**src/rtl/ssbk_pkg.sv**
```systemverilog
// Shared types, constants and microcode table for the selection sort block.
// No dependencies; every other file of the block except ssbk_ram imports this package.
package ssbk_pkg;

   localparam int SSBK_MAX_RECORDS = 16;

   localparam int TAG_W   = 6;
   localparam int WEEKS_W = 10;
   localparam int PRICE_W = 24;
   localparam int KEY_W   = PRICE_W;   // wider of the two keys

   typedef struct packed {
      logic [TAG_W-1:0]   tag;
      logic [WEEKS_W-1:0] weeks;
      logic [PRICE_W-1:0] price;
   } rec_type;

   // Microcode address
   localparam int UPC_W = 3;
   typedef logic [UPC_W-1:0] upc_type;

   localparam upc_type UPC_LOAD  = 3'd0;
   localparam upc_type UPC_PASS  = 3'd1;
   localparam upc_type UPC_FRONT = 3'd2;
   localparam upc_type UPC_SCAN  = 3'd3;
   localparam upc_type UPC_EMIT  = 3'd4;

   typedef enum logic [2:0] {
      COND_NEVER,
      COND_ALWAYS,
      COND_LAST_IN,     // transfer of the record that closes the set
      COND_SCAN_END,    // scan pointer reached the record count
      COND_SET_DONE,    // final sorted record goes into the output register this cycle
      COND_OUT_BUSY     // output register still holds an untaken result
   } cond_type;

   typedef struct packed {
      logic     accept;      // take input records, write them to the store
      logic     rd_left;     // read front slot, scan pointer to front + 1
      logic     take_front;  // front record becomes current minimum
      logic     rd_scan;     // read slot at scan pointer, advance pointer
      logic     compare;     // compare read record against current minimum
      logic     emit;        // send minimum out, write front record back
      cond_type jmp_cond;
      upc_type  jmp_addr;
      cond_type hold_cond;
      upc_type  next_addr;
   } ctl_word_type;

   typedef struct packed {
      logic last_in;
      logic scan_end;
      logic set_done;
      logic out_busy;
   } seq_status_type;

   // Control store. Jump has priority over hold; otherwise go to next_addr.
   function automatic ctl_word_type ucode_word(upc_type addr);
      ctl_word_type w;
      w = '0;
      w.jmp_cond  = COND_ALWAYS;
      w.jmp_addr  = UPC_LOAD;
      w.hold_cond = COND_NEVER;
      w.next_addr = UPC_LOAD;
      unique case (addr)
         UPC_LOAD: begin
            w.accept    = 1'b1;
            w.jmp_cond  = COND_LAST_IN;
            w.jmp_addr  = UPC_PASS;
            w.hold_cond = COND_ALWAYS;
         end
         UPC_PASS: begin
            w.rd_left   = 1'b1;
            w.jmp_cond  = COND_NEVER;
            w.next_addr = UPC_FRONT;
         end
         UPC_FRONT: begin
            w.take_front = 1'b1;
            w.rd_scan    = 1'b1;
            w.jmp_cond   = COND_SCAN_END;
            w.jmp_addr   = UPC_EMIT;
            w.next_addr  = UPC_SCAN;
         end
         UPC_SCAN: begin
            w.compare   = 1'b1;
            w.rd_scan   = 1'b1;
            w.jmp_cond  = COND_SCAN_END;
            w.jmp_addr  = UPC_EMIT;
            w.hold_cond = COND_ALWAYS;
         end
         UPC_EMIT: begin
            w.emit      = 1'b1;
            w.jmp_cond  = COND_SET_DONE;
            w.jmp_addr  = UPC_LOAD;
            w.hold_cond = COND_OUT_BUSY;
            w.next_addr = UPC_PASS;
         end
         default: begin
            w.jmp_cond = COND_ALWAYS;
            w.jmp_addr = UPC_LOAD;
         end
      endcase
      return w;
   endfunction

endpackage

```
**src/rtl/ssbk_req_if.sv**
```systemverilog
// Input channel: one record per transfer, valid/ready handshake.
// Depends on ssbk_pkg for field widths.
interface ssbk_req_if import ssbk_pkg::*; ();
   logic               valid;
   logic               ready;
   logic [TAG_W-1:0]   record_tag;
   logic [WEEKS_W-1:0] weeks_on_lot;
   logic [PRICE_W-1:0] unit_price;
   logic               last_record;

   modport source (output valid, record_tag, weeks_on_lot, unit_price, last_record,
                   input ready);
   modport sink   (input valid, record_tag, weeks_on_lot, unit_price, last_record,
                   output ready);
endinterface

```
**src/rtl/ssbk_rsp_if.sv**
```systemverilog
// Result channel: one sorted record per transfer, valid/ready handshake.
// Depends on ssbk_pkg for field widths.
interface ssbk_rsp_if import ssbk_pkg::*; ();
   logic               valid;
   logic               ready;
   logic [TAG_W-1:0]   sorted_tag;
   logic [WEEKS_W-1:0] sorted_weeks;
   logic [PRICE_W-1:0] sorted_price;
   logic               end_of_set;
   logic               capacity_exceeded;

   modport source (output valid, sorted_tag, sorted_weeks, sorted_price, end_of_set,
                   capacity_exceeded, input ready);
   modport sink   (input valid, sorted_tag, sorted_weeks, sorted_price, end_of_set,
                   capacity_exceeded, output ready);
endinterface

```
**src/rtl/selection_sort_by_key.sv**
```systemverilog
// Top level of the record sorter: store, selection sort datapath, output register.
// Depends on ssbk_pkg, ssbk_req_if, ssbk_rsp_if, ssbk_ram and ssbk_seq.
//
//   channel   dir   handshake          per transfer
//   req_chan  in    valid/ready        one record (tag, weeks, price, last mark)
//   rsp_chan  out   valid/ready        one sorted record, end and overflow flags
//   csr_*     in    csr_wr_en strobe   sort_by_weeks (1 weeks, 0 price)
//
// Loading takes one record per cycle. A set of n records then sorts and
// drains one output position at a time: each position costs a front read,
// a scan of the unsorted tail at one compare per cycle through the single
// RAM read port, and an emit. Synchronous active-high reset clears control
// state only; the record store has no reset and needs no clearing pass. A
// stalled result holds the sequencer in its emit step; loading of the next
// set may overlap with the last result of a set still waiting to be taken.
module selection_sort_by_key import ssbk_pkg::*; #(
   parameter int MAX_RECORDS = SSBK_MAX_RECORDS
) (
   input  logic   clock,
   input  logic   reset,
   ssbk_req_if.sink   req_chan,
   ssbk_rsp_if.source rsp_chan,
   input  logic   csr_wr_en,
   input  logic   csr_wr_data
);

   localparam int IDX_W = $clog2(MAX_RECORDS);
   localparam int CNT_W = $clog2(MAX_RECORDS + 1);

   // sequencer interface
   ctl_word_type   word;
   seq_status_type status;

   // control registers
   logic             sort_by_weeks_ff, sort_by_weeks_in;
   logic [CNT_W-1:0] cnt_ff, cnt_in;        // records stored in this set
   logic             drop_ff, drop_in;      // a record of this set was lost
   logic [IDX_W-1:0] left_ff, left_in;      // output position being filled
   logic             rsp_valid_ff, rsp_valid_in;

   // datapath registers
   logic [CNT_W-1:0] scan_ff, scan_in;      // next slot to read in the tail
   logic [IDX_W-1:0] rd_idx_ff, rd_idx_in;  // slot whose data the RAM returns
   logic [IDX_W-1:0] best_idx_ff, best_idx_in;
   rec_type          best_rec_ff, best_rec_in;
   rec_type          front_rec_ff, front_rec_in;
   rec_type          rsp_rec_ff, rsp_rec_in;
   logic             rsp_end_ff, rsp_end_in;
   logic             rsp_cap_ff, rsp_cap_in;

   // store ports
   logic             ram_wr_en;
   logic [IDX_W-1:0] ram_wr_addr;
   rec_type          ram_wr_data;
   logic [IDX_W-1:0] ram_rd_addr;
   rec_type          ram_rd_data;

   logic req_xfer, store_full, scan_end, left_last, out_busy, emit_go, take_new;
   logic [KEY_W-1:0] key_rd, key_best;

   function automatic logic [KEY_W-1:0] key_of(rec_type r, logic by_weeks);
      return by_weeks ? KEY_W'(r.weeks) : r.price;
   endfunction

   ssbk_seq u_seq (
      .clock  (clock),
      .reset  (reset),
      .status (status),
      .word   (word)
   );

   ssbk_ram #(
      .WIDTH ($bits(rec_type)),
      .DEPTH (MAX_RECORDS)
   ) u_store (
      .clock   (clock),
      .wr_en   (ram_wr_en),
      .wr_addr (ram_wr_addr),
      .wr_data (ram_wr_data),
      .rd_addr (ram_rd_addr),
      .rd_data (ram_rd_data)
   );

   // handshakes and status
   assign req_chan.ready = word.accept;
   assign req_xfer       = req_chan.valid && word.accept;
   assign store_full     = (cnt_ff == CNT_W'(MAX_RECORDS));
   assign scan_end       = (scan_ff == cnt_ff);
   assign left_last      = ((CNT_W'(left_ff) + CNT_W'(1)) == cnt_ff);
   assign out_busy       = rsp_valid_ff && !rsp_chan.ready;
   assign emit_go        = word.emit && !out_busy;

   assign status.last_in  = req_xfer && req_chan.last_record;
   assign status.scan_end = scan_end;
   assign status.set_done = emit_go && left_last;
   assign status.out_busy = out_busy;

   // first strict minimum wins: a later equal key never displaces it
   assign key_rd   = key_of(ram_rd_data, sort_by_weeks_ff);
   assign key_best = key_of(best_rec_ff, sort_by_weeks_ff);
   assign take_new = word.compare && (key_rd < key_best);

   // store write: incoming record while loading, or the displaced front
   // record going to the slot the minimum came from while emitting
   always_comb begin
      ram_wr_en   = 1'b0;
      ram_wr_addr = cnt_ff[IDX_W-1:0];
      ram_wr_data = '{tag:   req_chan.record_tag,
                      weeks: req_chan.weeks_on_lot,
                      price: req_chan.unit_price};
      if (req_xfer && !store_full) begin
         ram_wr_en = 1'b1;
      end else if (emit_go) begin
         ram_wr_en   = 1'b1;
         ram_wr_addr = best_idx_ff;
         ram_wr_data = front_rec_ff;
      end
   end

   assign ram_rd_addr = word.rd_left ? left_ff : scan_ff[IDX_W-1:0];

   // control next state
   always_comb begin
      sort_by_weeks_in = csr_wr_en ? csr_wr_data : sort_by_weeks_ff;
      cnt_in           = cnt_ff;
      drop_in          = drop_ff;
      left_in          = left_ff;
      rsp_valid_in     = rsp_valid_ff && !rsp_chan.ready;

      if (req_xfer) begin
         if (store_full) begin
            drop_in = 1'b1;
         end else begin
            cnt_in = cnt_ff + CNT_W'(1);
         end
      end

      if (emit_go) begin
         rsp_valid_in = 1'b1;
         if (left_last) begin
            cnt_in  = '0;
            drop_in = 1'b0;
            left_in = '0;
         end else begin
            left_in = left_ff + IDX_W'(1);
         end
      end
   end

   // datapath next state
   always_comb begin
      scan_in      = scan_ff;
      rd_idx_in    = rd_idx_ff;
      best_idx_in  = best_idx_ff;
      best_rec_in  = best_rec_ff;
      front_rec_in = front_rec_ff;
      rsp_rec_in   = rsp_rec_ff;
      rsp_end_in   = rsp_end_ff;
      rsp_cap_in   = rsp_cap_ff;

      if (word.rd_left) begin
         scan_in = CNT_W'(left_ff) + CNT_W'(1);
      end

      if (word.take_front) begin
         best_rec_in  = ram_rd_data;
         front_rec_in = ram_rd_data;
         best_idx_in  = left_ff;
      end

      if (take_new) begin
         best_rec_in = ram_rd_data;
         best_idx_in = rd_idx_ff;
      end

      if (word.rd_scan && !scan_end) begin
         rd_idx_in = scan_ff[IDX_W-1:0];
         scan_in   = scan_ff + CNT_W'(1);
      end

      if (emit_go) begin
         rsp_rec_in = best_rec_ff;
         rsp_end_in = left_last;
         rsp_cap_in = drop_ff;
      end
   end

   always_ff @(posedge clock) begin
      if (reset) begin
         sort_by_weeks_ff <= 1'b0;
         cnt_ff           <= '0;
         drop_ff          <= 1'b0;
         left_ff          <= '0;
         rsp_valid_ff     <= 1'b0;
      end else begin
         sort_by_weeks_ff <= sort_by_weeks_in;
         cnt_ff           <= cnt_in;
         drop_ff          <= drop_in;
         left_ff          <= left_in;
         rsp_valid_ff     <= rsp_valid_in;
      end
   end

   always_ff @(posedge clock) begin
      scan_ff      <= scan_in;
      rd_idx_ff    <= rd_idx_in;
      best_idx_ff  <= best_idx_in;
      best_rec_ff  <= best_rec_in;
      front_rec_ff <= front_rec_in;
      rsp_rec_ff   <= rsp_rec_in;
      rsp_end_ff   <= rsp_end_in;
      rsp_cap_ff   <= rsp_cap_in;
   end

   // result channel
   assign rsp_chan.valid             = rsp_valid_ff;
   assign rsp_chan.sorted_tag        = rsp_rec_ff.tag;
   assign rsp_chan.sorted_weeks      = rsp_rec_ff.weeks;
   assign rsp_chan.sorted_price      = rsp_rec_ff.price;
   assign rsp_chan.end_of_set        = rsp_end_ff;
   assign rsp_chan.capacity_exceeded = rsp_cap_ff;

   // sorting only ever runs on a non-empty set
   a_sort_nonempty: assert property (@(posedge clock) disable iff (reset)
      !word.accept |-> (cnt_ff != '0))
      else $error("sort step with empty store");

   // scan pointer stays inside the stored records while comparing
   a_scan_bound: assert property (@(posedge clock) disable iff (reset)
      word.compare |-> (scan_ff <= cnt_ff))
      else $error("scan pointer beyond record count");

   // the minimum always comes from the unsorted tail
   a_best_in_tail: assert property (@(posedge clock) disable iff (reset)
      emit_go |-> (best_idx_ff >= left_ff))
      else $error("minimum taken from sorted region");

   // records are dropped only once the store is full
   a_drop_full: assert property (@(posedge clock) disable iff (reset)
      drop_ff |-> store_full)
      else $error("drop flag set with room in store");

endmodule

```
**src/rtl/ssbk_ram.sv**
```systemverilog
// Generic single-write, single-read RAM with registered read data.
// No dependencies.
module ssbk_ram #(
   parameter int WIDTH = 8,
   parameter int DEPTH = 16
) (
   input  logic                     clock,
   input  logic                     wr_en,
   input  logic [$clog2(DEPTH)-1:0] wr_addr,
   input  logic [WIDTH-1:0]         wr_data,
   input  logic [$clog2(DEPTH)-1:0] rd_addr,
   output logic [WIDTH-1:0]         rd_data
);

   logic [WIDTH-1:0] mem [DEPTH];

   always_ff @(posedge clock) begin
      if (wr_en) begin
         mem[wr_addr] <= wr_data;
      end
      rd_data <= mem[rd_addr];
   end

endmodule

```
**src/rtl/ssbk_seq.sv**
```systemverilog
// Microcode sequencer: step counter, control store lookup, conditional jumps.
// Depends on ssbk_pkg (control word, status and condition types, ucode_word).
module ssbk_seq import ssbk_pkg::*; (
   input  logic           clock,
   input  logic           reset,
   input  seq_status_type status,
   output ctl_word_type   word
);

   upc_type upc_ff, upc_in;

   function automatic logic cond_hit(cond_type c, seq_status_type s);
      logic hit;
      unique case (c)
         COND_NEVER:    hit = 1'b0;
         COND_ALWAYS:   hit = 1'b1;
         COND_LAST_IN:  hit = s.last_in;
         COND_SCAN_END: hit = s.scan_end;
         COND_SET_DONE: hit = s.set_done;
         COND_OUT_BUSY: hit = s.out_busy;
         default:       hit = 1'b0;
      endcase
      return hit;
   endfunction

   assign word = ucode_word(upc_ff);

   always_comb begin
      priority if (cond_hit(word.jmp_cond, status)) begin
         upc_in = word.jmp_addr;
      end else if (cond_hit(word.hold_cond, status)) begin
         upc_in = upc_ff;
      end else begin
         upc_in = word.next_addr;
      end
   end

   always_ff @(posedge clock) begin
      if (reset) begin
         upc_ff <= UPC_LOAD;
      end else begin
         upc_ff <= upc_in;
      end
   end

endmodule
```
**src/flat_wrapper.sv**
```systemverilog
// flat-port wrapper written by rule: the top's interface ports become plain ports
module selection_sort_by_key_flat import ssbk_pkg::*;
#(
   parameter int MAX_RECORDS = SSBK_MAX_RECORDS
)
  (clock, reset, csr_wr_en, csr_wr_data, req_chan_valid, req_chan_record_tag, req_chan_weeks_on_lot, req_chan_unit_price, req_chan_last_record, req_chan_ready, rsp_chan_valid, rsp_chan_sorted_tag, rsp_chan_sorted_weeks, rsp_chan_sorted_price, rsp_chan_end_of_set, rsp_chan_capacity_exceeded, rsp_chan_ready);
  ssbk_req_if req_chan_i ();
  ssbk_rsp_if rsp_chan_i ();
  input  logic clock;
  input  logic reset;
  input  logic csr_wr_en;
  input  logic csr_wr_data;
  input wire logic [$bits(req_chan_i.valid)-1:0] req_chan_valid;
  input wire logic [$bits(req_chan_i.record_tag)-1:0] req_chan_record_tag;
  input wire logic [$bits(req_chan_i.weeks_on_lot)-1:0] req_chan_weeks_on_lot;
  input wire logic [$bits(req_chan_i.unit_price)-1:0] req_chan_unit_price;
  input wire logic [$bits(req_chan_i.last_record)-1:0] req_chan_last_record;
  output wire logic [$bits(req_chan_i.ready)-1:0] req_chan_ready;
  output wire logic [$bits(rsp_chan_i.valid)-1:0] rsp_chan_valid;
  output wire logic [$bits(rsp_chan_i.sorted_tag)-1:0] rsp_chan_sorted_tag;
  output wire logic [$bits(rsp_chan_i.sorted_weeks)-1:0] rsp_chan_sorted_weeks;
  output wire logic [$bits(rsp_chan_i.sorted_price)-1:0] rsp_chan_sorted_price;
  output wire logic [$bits(rsp_chan_i.end_of_set)-1:0] rsp_chan_end_of_set;
  output wire logic [$bits(rsp_chan_i.capacity_exceeded)-1:0] rsp_chan_capacity_exceeded;
  input wire logic [$bits(rsp_chan_i.ready)-1:0] rsp_chan_ready;
  assign req_chan_i.valid = req_chan_valid;
  assign req_chan_i.record_tag = req_chan_record_tag;
  assign req_chan_i.weeks_on_lot = req_chan_weeks_on_lot;
  assign req_chan_i.unit_price = req_chan_unit_price;
  assign req_chan_i.last_record = req_chan_last_record;
  assign req_chan_ready = req_chan_i.ready;
  assign rsp_chan_valid = rsp_chan_i.valid;
  assign rsp_chan_sorted_tag = rsp_chan_i.sorted_tag;
  assign rsp_chan_sorted_weeks = rsp_chan_i.sorted_weeks;
  assign rsp_chan_sorted_price = rsp_chan_i.sorted_price;
  assign rsp_chan_end_of_set = rsp_chan_i.end_of_set;
  assign rsp_chan_capacity_exceeded = rsp_chan_i.capacity_exceeded;
  assign rsp_chan_i.ready = rsp_chan_ready;
  selection_sort_by_key #(.MAX_RECORDS(MAX_RECORDS)) u_core (.clock(clock), .reset(reset), .req_chan(req_chan_i), .rsp_chan(rsp_chan_i), .csr_wr_en(csr_wr_en), .csr_wr_data(csr_wr_data));
endmodule
```
**config.mk**
```make
export PLATFORM = sky130hd
export DESIGN_NAME = selection_sort_by_key_flat
export DESIGN_NICKNAME = d
export VERILOG_FILES = /design/src/rtl/ssbk_pkg.sv /design/src/rtl/ssbk_req_if.sv /design/src/rtl/ssbk_rsp_if.sv /design/src/rtl/selection_sort_by_key.sv /design/src/rtl/ssbk_ram.sv /design/src/rtl/ssbk_seq.sv /design/src/flat_wrapper.sv
export SDC_FILE = /design/constraint.sdc
export NUM_CORES = 1
export LEC_CHECK = 0
export ABC_AREA = 1
export CORE_AREA = 5 5 285 287
export CTS_CLUSTER_DIAMETER = 200
export DETAILED_ROUTE_END_ITERATION = 8
export DIE_AREA = 0 0 290 292
export DONT_BUFFER_PORTS = 1
export PLACE_DENSITY_LB_ADDON = 0.15
export SLEW_MARGIN = 20
export SYNTH_ARGS = -nofsm -noshare
export SYNTH_HDL_FRONTEND = slang
export SYNTH_SLANG_ARGS = --single-unit
```
**constraint.sdc**
```tcl
create_clock -name clock -period 3.5 [get_ports clock]
set_input_delay 0.7 -clock clock [delete_from_list [all_inputs] [get_ports clock]]
set_output_delay 0.7 -clock clock [all_outputs]
set_load 0.01 [all_outputs]
```
# After elaboration in Yosys (flattened, before gate mapping)
# Memory sizes are Yosys's and may differ from the RTL's. A register that Yosys moved wholly into a read port is not among the register bits.
# Index checks and enable logic that the tools add are counted.
[word_totals] memories=1 ff_bits=150 word_cells=103 latch_bits=0 romBits=0 mem_bits_rw=640 inputBits=47 out_inout_bits=44
[op_classes] reduce_logical=17 bitwise_logic=0 eq_ne=18 mux=42 multipliers=0 n_addsub=4 div=0 magnitude_cmp=1 n_shift=0
[memory_table] name="u_core.u_store.mem" words=16 width=40 rd=1 rd_clocked_by_memory_dff=1 wr=1 line_no="ssbk_ram.sv:15" text="logic [WIDTH-1:0] mem [DEPTH];"
[ops] op="2-to-1 mux 40 bit" n=4
[ops] op="2-to-1 mux 24 bit" n=2
[ops] op="2-to-1 mux 5 bit" n=6
[ops] op="< comparator 24 bit" n=1
[ops] op="2-to-1 mux 4 bit" n=6
[ops] op="== test 3 x 2 -> 1 bit (second input constant)" n=6
[ops] op="2-to-1 mux 1 bit" n=16
[ops] op="== test 3 bit (second input constant)" n=5
[ops] op="one-hot mux 3 bit (2 select lines)" n=2
[ops] op="one-hot mux 3 bit (4 select lines)" n=1
[ops] op="adder 5 x 1 -> 5 bit (second input constant)" n=2
[ops] op="== test 5 bit" n=2
[ops] op="one-hot mux 1 bit (5 select lines)" n=2
[ops] op="== test 3 x 1 -> 1 bit (second input constant)" n=3
[ops] op="logical AND 1 bit" n=8
[ops] op="2-to-1 mux 3 bit" n=2
[ops] op="one-hot mux 2 bit (3 select lines)" n=1
[ops] op="adder 4 x 1 -> 5 bit (second input constant)" n=1
[ops] op="== test 5 bit (second input constant)" n=1
[ops] op="adder 4 x 1 -> 4 bit (second input constant)" n=1
[ops] op="zero test 1 bit" n=4
[ops] op="nonzero test 2 bit" n=2
[ops] op="OR reduction 2 bit" n=2
[ops] op="zero test 3 bit" n=1
[ops] op="!= test 2 bit (second input constant)" n=1

# Logic depth before layout (Yosys ltp)
[depth] depth_word=9 depth_mapped=14 ltp_nobuf=12

# Hierarchy
# From an unflattened synthesis, not the netlist that was laid out.
[hier_totals] cells_unflattened=3202 area_unflattened_um2=35138.7
[modules_own_cells] mod="ssbk_ram" cells_each=2643 instances=1 seq_area_each_um2=20019.2 area_per_inst_um2=28290.9
[modules_own_cells] mod="selection_sort_by_key" cells_each=504 instances=1 seq_area_each_um2=4294.1 area_per_inst_um2=6518.8
[modules_own_cells] mod="ssbk_seq" cells_each=55 instances=1 seq_area_each_um2=60.1 area_per_inst_um2=329.1

# Worst setup path after synthesis
# Ideal clock, no wire load.
[synth_path] kind="register -> register" start="register u_core.u_seq.upc_ff[2]" end="register u_core.best_idx_ff[0] (enable)" period_less_slack_ns=3.908 path_slack_ns=-0.408 required_ns=3.098 stages_incl_launch_ff=6 arrival_time_ns=3.505 setup_time_ns=0.402 n_path_buf=0 cell_sequence="dfxtp_1 nor2_1 inv_1 nor2_1 inv_1 nand2_1"
[synth_via] elab_chain_cells=4 word_cells_on_any_way=6 cone_classes="eq/ne (2); mux (2); reduce/logical (2)"
[synth_lines] item="start, declared" line_no="ssbk_seq.sv:10" text="upc_type upc_ff, upc_in;"
[synth_lines] item="start signal, assigned" line_no="ssbk_seq.sv:42" text="upc_ff <= upc_in;"
[synth_lines] item="== test 3 x 2 -> 1 bit" line_no="ssbk_pkg.sv:65" text="unique case (addr)"
[synth_lines] item="2-to-1 mux 1 bit" line_no="ssbk_pkg.sv:65"
[synth_lines] item="logical AND 1 bit" line_no="selection_sort_by_key.sv:101" text="assign take_new = word.compare && (key_rd < key_best);"
[synth_lines] item="nonzero test 2 bit (no source line) *"
[synth_lines] item="end signal, assigned" line_no="selection_sort_by_key.sv:207" text="best_idx_ff <= best_idx_in;"
[synth_lines] item="end, declared" line_no="selection_sort_by_key.sv:44" text="logic [IDX_W-1:0] best_idx_ff, best_idx_in;"
# Mark *: on every way between the ends. The rest lies on a longest branch, timed or not.
# A chain may end at the register's enable or synchronous reset.

# Worst setup path after layout
[layout_path] start="register u_core.sort_by_weeks_ff" end="register u_core.best_rec_ff[21] (netlist name) (enable)"
[layout_via] elab_chain_cells=4 word_cells_on_any_way=5 cone_classes="order compare (1); mux (2); reduce/logical (2)"
[layout_lines] item="start, declared" line_no="selection_sort_by_key.sv:35" text="logic sort_by_weeks_ff, sort_by_weeks_in;"
[layout_lines] item="start signal, assigned" line_no="selection_sort_by_key.sv:196" text="sort_by_weeks_ff <= sort_by_weeks_in;"
[layout_lines] item="2-to-1 mux 24 bit" line_no="selection_sort_by_key.sv:62" text="return by_weeks ? KEY_W'(r.weeks) : r.price;"
[layout_lines] item="< comparator 24 bit *" line_no="selection_sort_by_key.sv:101"
[layout_lines] item="logical AND 1 bit *" line_no="selection_sort_by_key.sv:101"
[layout_lines] item="nonzero test 2 bit (no source line) *"
[layout_lines] item="end signal, assigned" line_no="selection_sort_by_key.sv:208" text="best_rec_ff <= best_rec_in;"
[layout_lines] item="end, declared" line_no="selection_sort_by_key.sv:45" text="rec_type best_rec_ff, best_rec_in;"
# Marks and branches as above.

==> flow_summary.toml <==
[sta]
finalHoldWorstSlack_ns = 0.136
hold_violations = 0
rsz0062_at_grt = "no"
maxSlewViolCount = 0
slew_headroom_pct = 40.9
worstMarginPinSlew_ns = 0.883
post-route-period-util_pct = 89.2
layout_setup_ws_ns = 0.378
layout_min_cycle_time_ns = 3.12
fin_skew_ns = 0.0208
max_clock_freq_mhz = 320
setup_viol = 0

[grt]
grt_pass1_wl_mm = 132
grt.total_usage_pct = 20.6
grt_pass1_vias = 19600
gr-total-overflow = 0
antenna_found_initial = 3
grt_max_degree = 113

[layout]
drive_gt1_share_pct = 9.34
fillers = 7056
n_antenna_cell = 0
area_delta_synth_final_pct = 14.4
layout_common_cells = "edfxtp_1 (775), nor2_1 (519), nand2_1 (277)"
fin_cells = 3685
final_common_cell = "edfxtp_1"
nNetsFinal = 2637

[run_status]
status = "complete, no violations"

[logic_synthesis]
synth-seq-area-share_pct = 75.0
synth_nets = 2605
ys_seq_elements = 830
synthCells = 2531
syn_area_per_cell_um2 = 12.8
synth_area_um2 = 32500
yosysWarnings = 0
yosys.cell_types.count = 30

[floorplan]
initial_utilization_pct = 41.5
dieHeight_um = 292
ios = 91
fp.dieW_um = 290
die_area_um2 = 84700
core_um2 = 78400
std_cell_rows = 103

[clock_network]
clock-sinks = 830
postCtsHoldBufs = 0
tritoncts = "built"
cts_buffers = 89
clock_tree.root_cell = "clkbuf_16"
post_cts_resize_count = 0
ctsLongestPathBuffers = 3
clkLatencyLatePin_ns = 0.64
post_cts_buffers = 0
clk_pin_slew_ns = 0.06
h-tree-depth = 3

[worst_setup_path]
start_kind = "flop"
crit_required_ns = 3.78
cp_data_arrival_time_ns = 3.41
critical_path_class = "reg -> reg"
cp_max_fo = 39
worstSetupEndpointType = "flop"

[route]
drc_errors = 0
drt_iter0_drc = 2020
wl_mm = 89.9
vias = 20200
ant_nets = 0
firstDrtPassIters = 5
viasPerCell = 5.47
wl_per_cell_um = 24.4

[placement]
globalplace.congestion = 0.867
hpwl_mm = 50.3
dp_slack_ns = 0.228
placedCellCount = 3522
io_buffers = 0

[power_and_ir_drop]
p_leak_nw = 12.5
p_comb_share_pct = 5.7
vdd_drop_max_v = 0.000315
power.density_nw_per_um2 = 578
switching_share_pct = 22.1
pwr-share-clk_pct = 42.2
power_switching_w = 0.00476
p_int_w = 0.0167
seqPwrFrac_pct = 52.1

[run]
maxCapViolCount = 0

[worst_hold_path]
hp-class = "in -> reg"
==> metal layers <==
| layer | vias up | global-route usage [%] | wire (um) | part of all wire, % |
|---|---|---|---|---|
| met1 | 10200 | 30.1 | 40600 | 45 |
| met3 | 101 | 3.51 | 6060 | 6.7 |
| li1 | 9223 | - | - | - |
| met2 | 685 | 32.8 | 41800 | 46 |
| met5 | - | 0 | 0 | 0 |
| met4 | 0 | 4.62 | 1440 | 1.6 |
==> synthesized netlist by cell type (all sizes together) <==
library cell | number | area [um2]
and2 | 1 | 6.26
a21boi | 1 | 7.51
nand4 | 8 | 50.1
nor3 | 1 | 5.00
ha | 27 | 338
xnor2 | 3 | 26.3
nand3 | 101 | 505
clkbuf | 66 | 248
mux2i | 9 | 90.1
nand3b | 1 | 7.51
o2111ai | 1 | 8.76
xor2 | 9 | 78.8
buf | 80 | 442
nor2 | 537 | 2020
inv | 54 | 203
o211ai | 161 | 1210
edfxtp | 775 | 23300
a21oi | 19 | 95.1
o21ai | 337 | 1700
nor4 | 1 | 6.26
dfxtp | 55 | 1100
a211oi | 6 | 45.0
nand2 | 278 | 1040
==> through the flow <==
stage | TNS (ns) | util [%] | area (um2) | power (W)
after floorplan | -93.30 | - | 32500 | 0.0121
after CTS | 0 | 47.5 | 37200 | 0.0217
final | 0 | 47.5 | 37200 | 0.0215
after global routing | 0 | 47.5 | 37200 | 0.0222
after global placement | 0 | 43.9 | 34400 | 0.0126
after detailed placement | 0 | 43.9 | 34400 | 0.0126
==> layout make-up <==
class,instances,area [um2],area share [%]
clock buffer,118,2460,6.61
clock inverter,45,360,0.969
inverter,54,203,0.545
multi-input combinational,1501,7420,19.9
sequential,830,24400,65.5
tap,1050,1310,3.53
timing repair buffer,87,1070,2.88
==> cell families (layout without fill, tap and decap cells) <==
group / count (synthesis) / in the layout / synth area share (%)
AOI/OAI and AO/OA: 525 / 525 / 9.43
xor gates and xnor gates: 12 / 12 / 0.323
adders and majority gates: 27 / 27 / 1.04
buffers and inverters: 200 / 304 / 2.74
DFF: 830 / 830 / 75.0
muxes: 9 / 9 / 0.277
and+or+nand+nor: 928 / 928 / 11.2
==> registers in the layout (all words and copies together), names as in the netlist, 3 cells and up <==
| name | cells |
|---|---|
| u_core.cnt_ff | 5 |
| u_core.best_idx_ff | 4 |
| u_core.front_rec_ff | 40 |
| u_core.u_seq.upc_ff | 3 |
| u_core.rsp_chan.sorted_weeks | 10 |
| u_core.left_ff | 4 |
| u_core.u_store.mem | 640 |
| u_core.rd_idx_ff | 4 |
| u_core.best_rec_ff | 40 |
| u_core.rsp_chan.sorted_tag | 6 |
| u_core.rsp_chan.sorted_price | 24 |
| u_core.u_store.rd_data | 40 |
| u_core.scan_ff | 5 |
==> power by group through the flow <==
| stage | registers, W | logic, W | clock network (W) |
|---|---|---|---|
| floorplan | 0.0113 | 0.000746 | 0 |
| global placement | 0.0114 | 0.00121 | 0 |
| detailed placement | 0.0114 | 0.00123 | 0 |
| CTS | 0.0112 | 0.00123 | 0.00925 |
| global route | 0.0112 | 0.00135 | 0.00969 |
| finish | 0.0112 | 0.00122 | 0.00907 |
==> worst max-delay path: stages (launching register included) <==
cell and delay [ns]:
dfxtp_2 0.37, inv_1 0.09, buf_4 0.19, nand2_1 0.08, ha_1 0.33, a21oi_1 0.16
nor2_1 0.06, a211oi_1 0.17, a21oi_1 0.10, nor2_1 0.34, nand2_1 0.26, nand2_2 0.21
buf_6 0.37
==> path summary, 6_finish.rpt <==
check / from / end / slack [ns] / cells after the start
min reg2reg: u_core.best_rec_ff[38] / u_core.rsp_chan.sorted_tag[4] / 0.43 / 0
min: reset / u_core.u_seq.upc_ff[1] / 0.14 / 1
max reg2reg: u_core.sort_by_weeks_ff / u_core.best_rec_ff[21] / 0.38 / 12
max: u_core.sort_by_weeks_ff / u_core.best_rec_ff[21] / 0.38 / 12
Power figures use the tool's default switching activity.
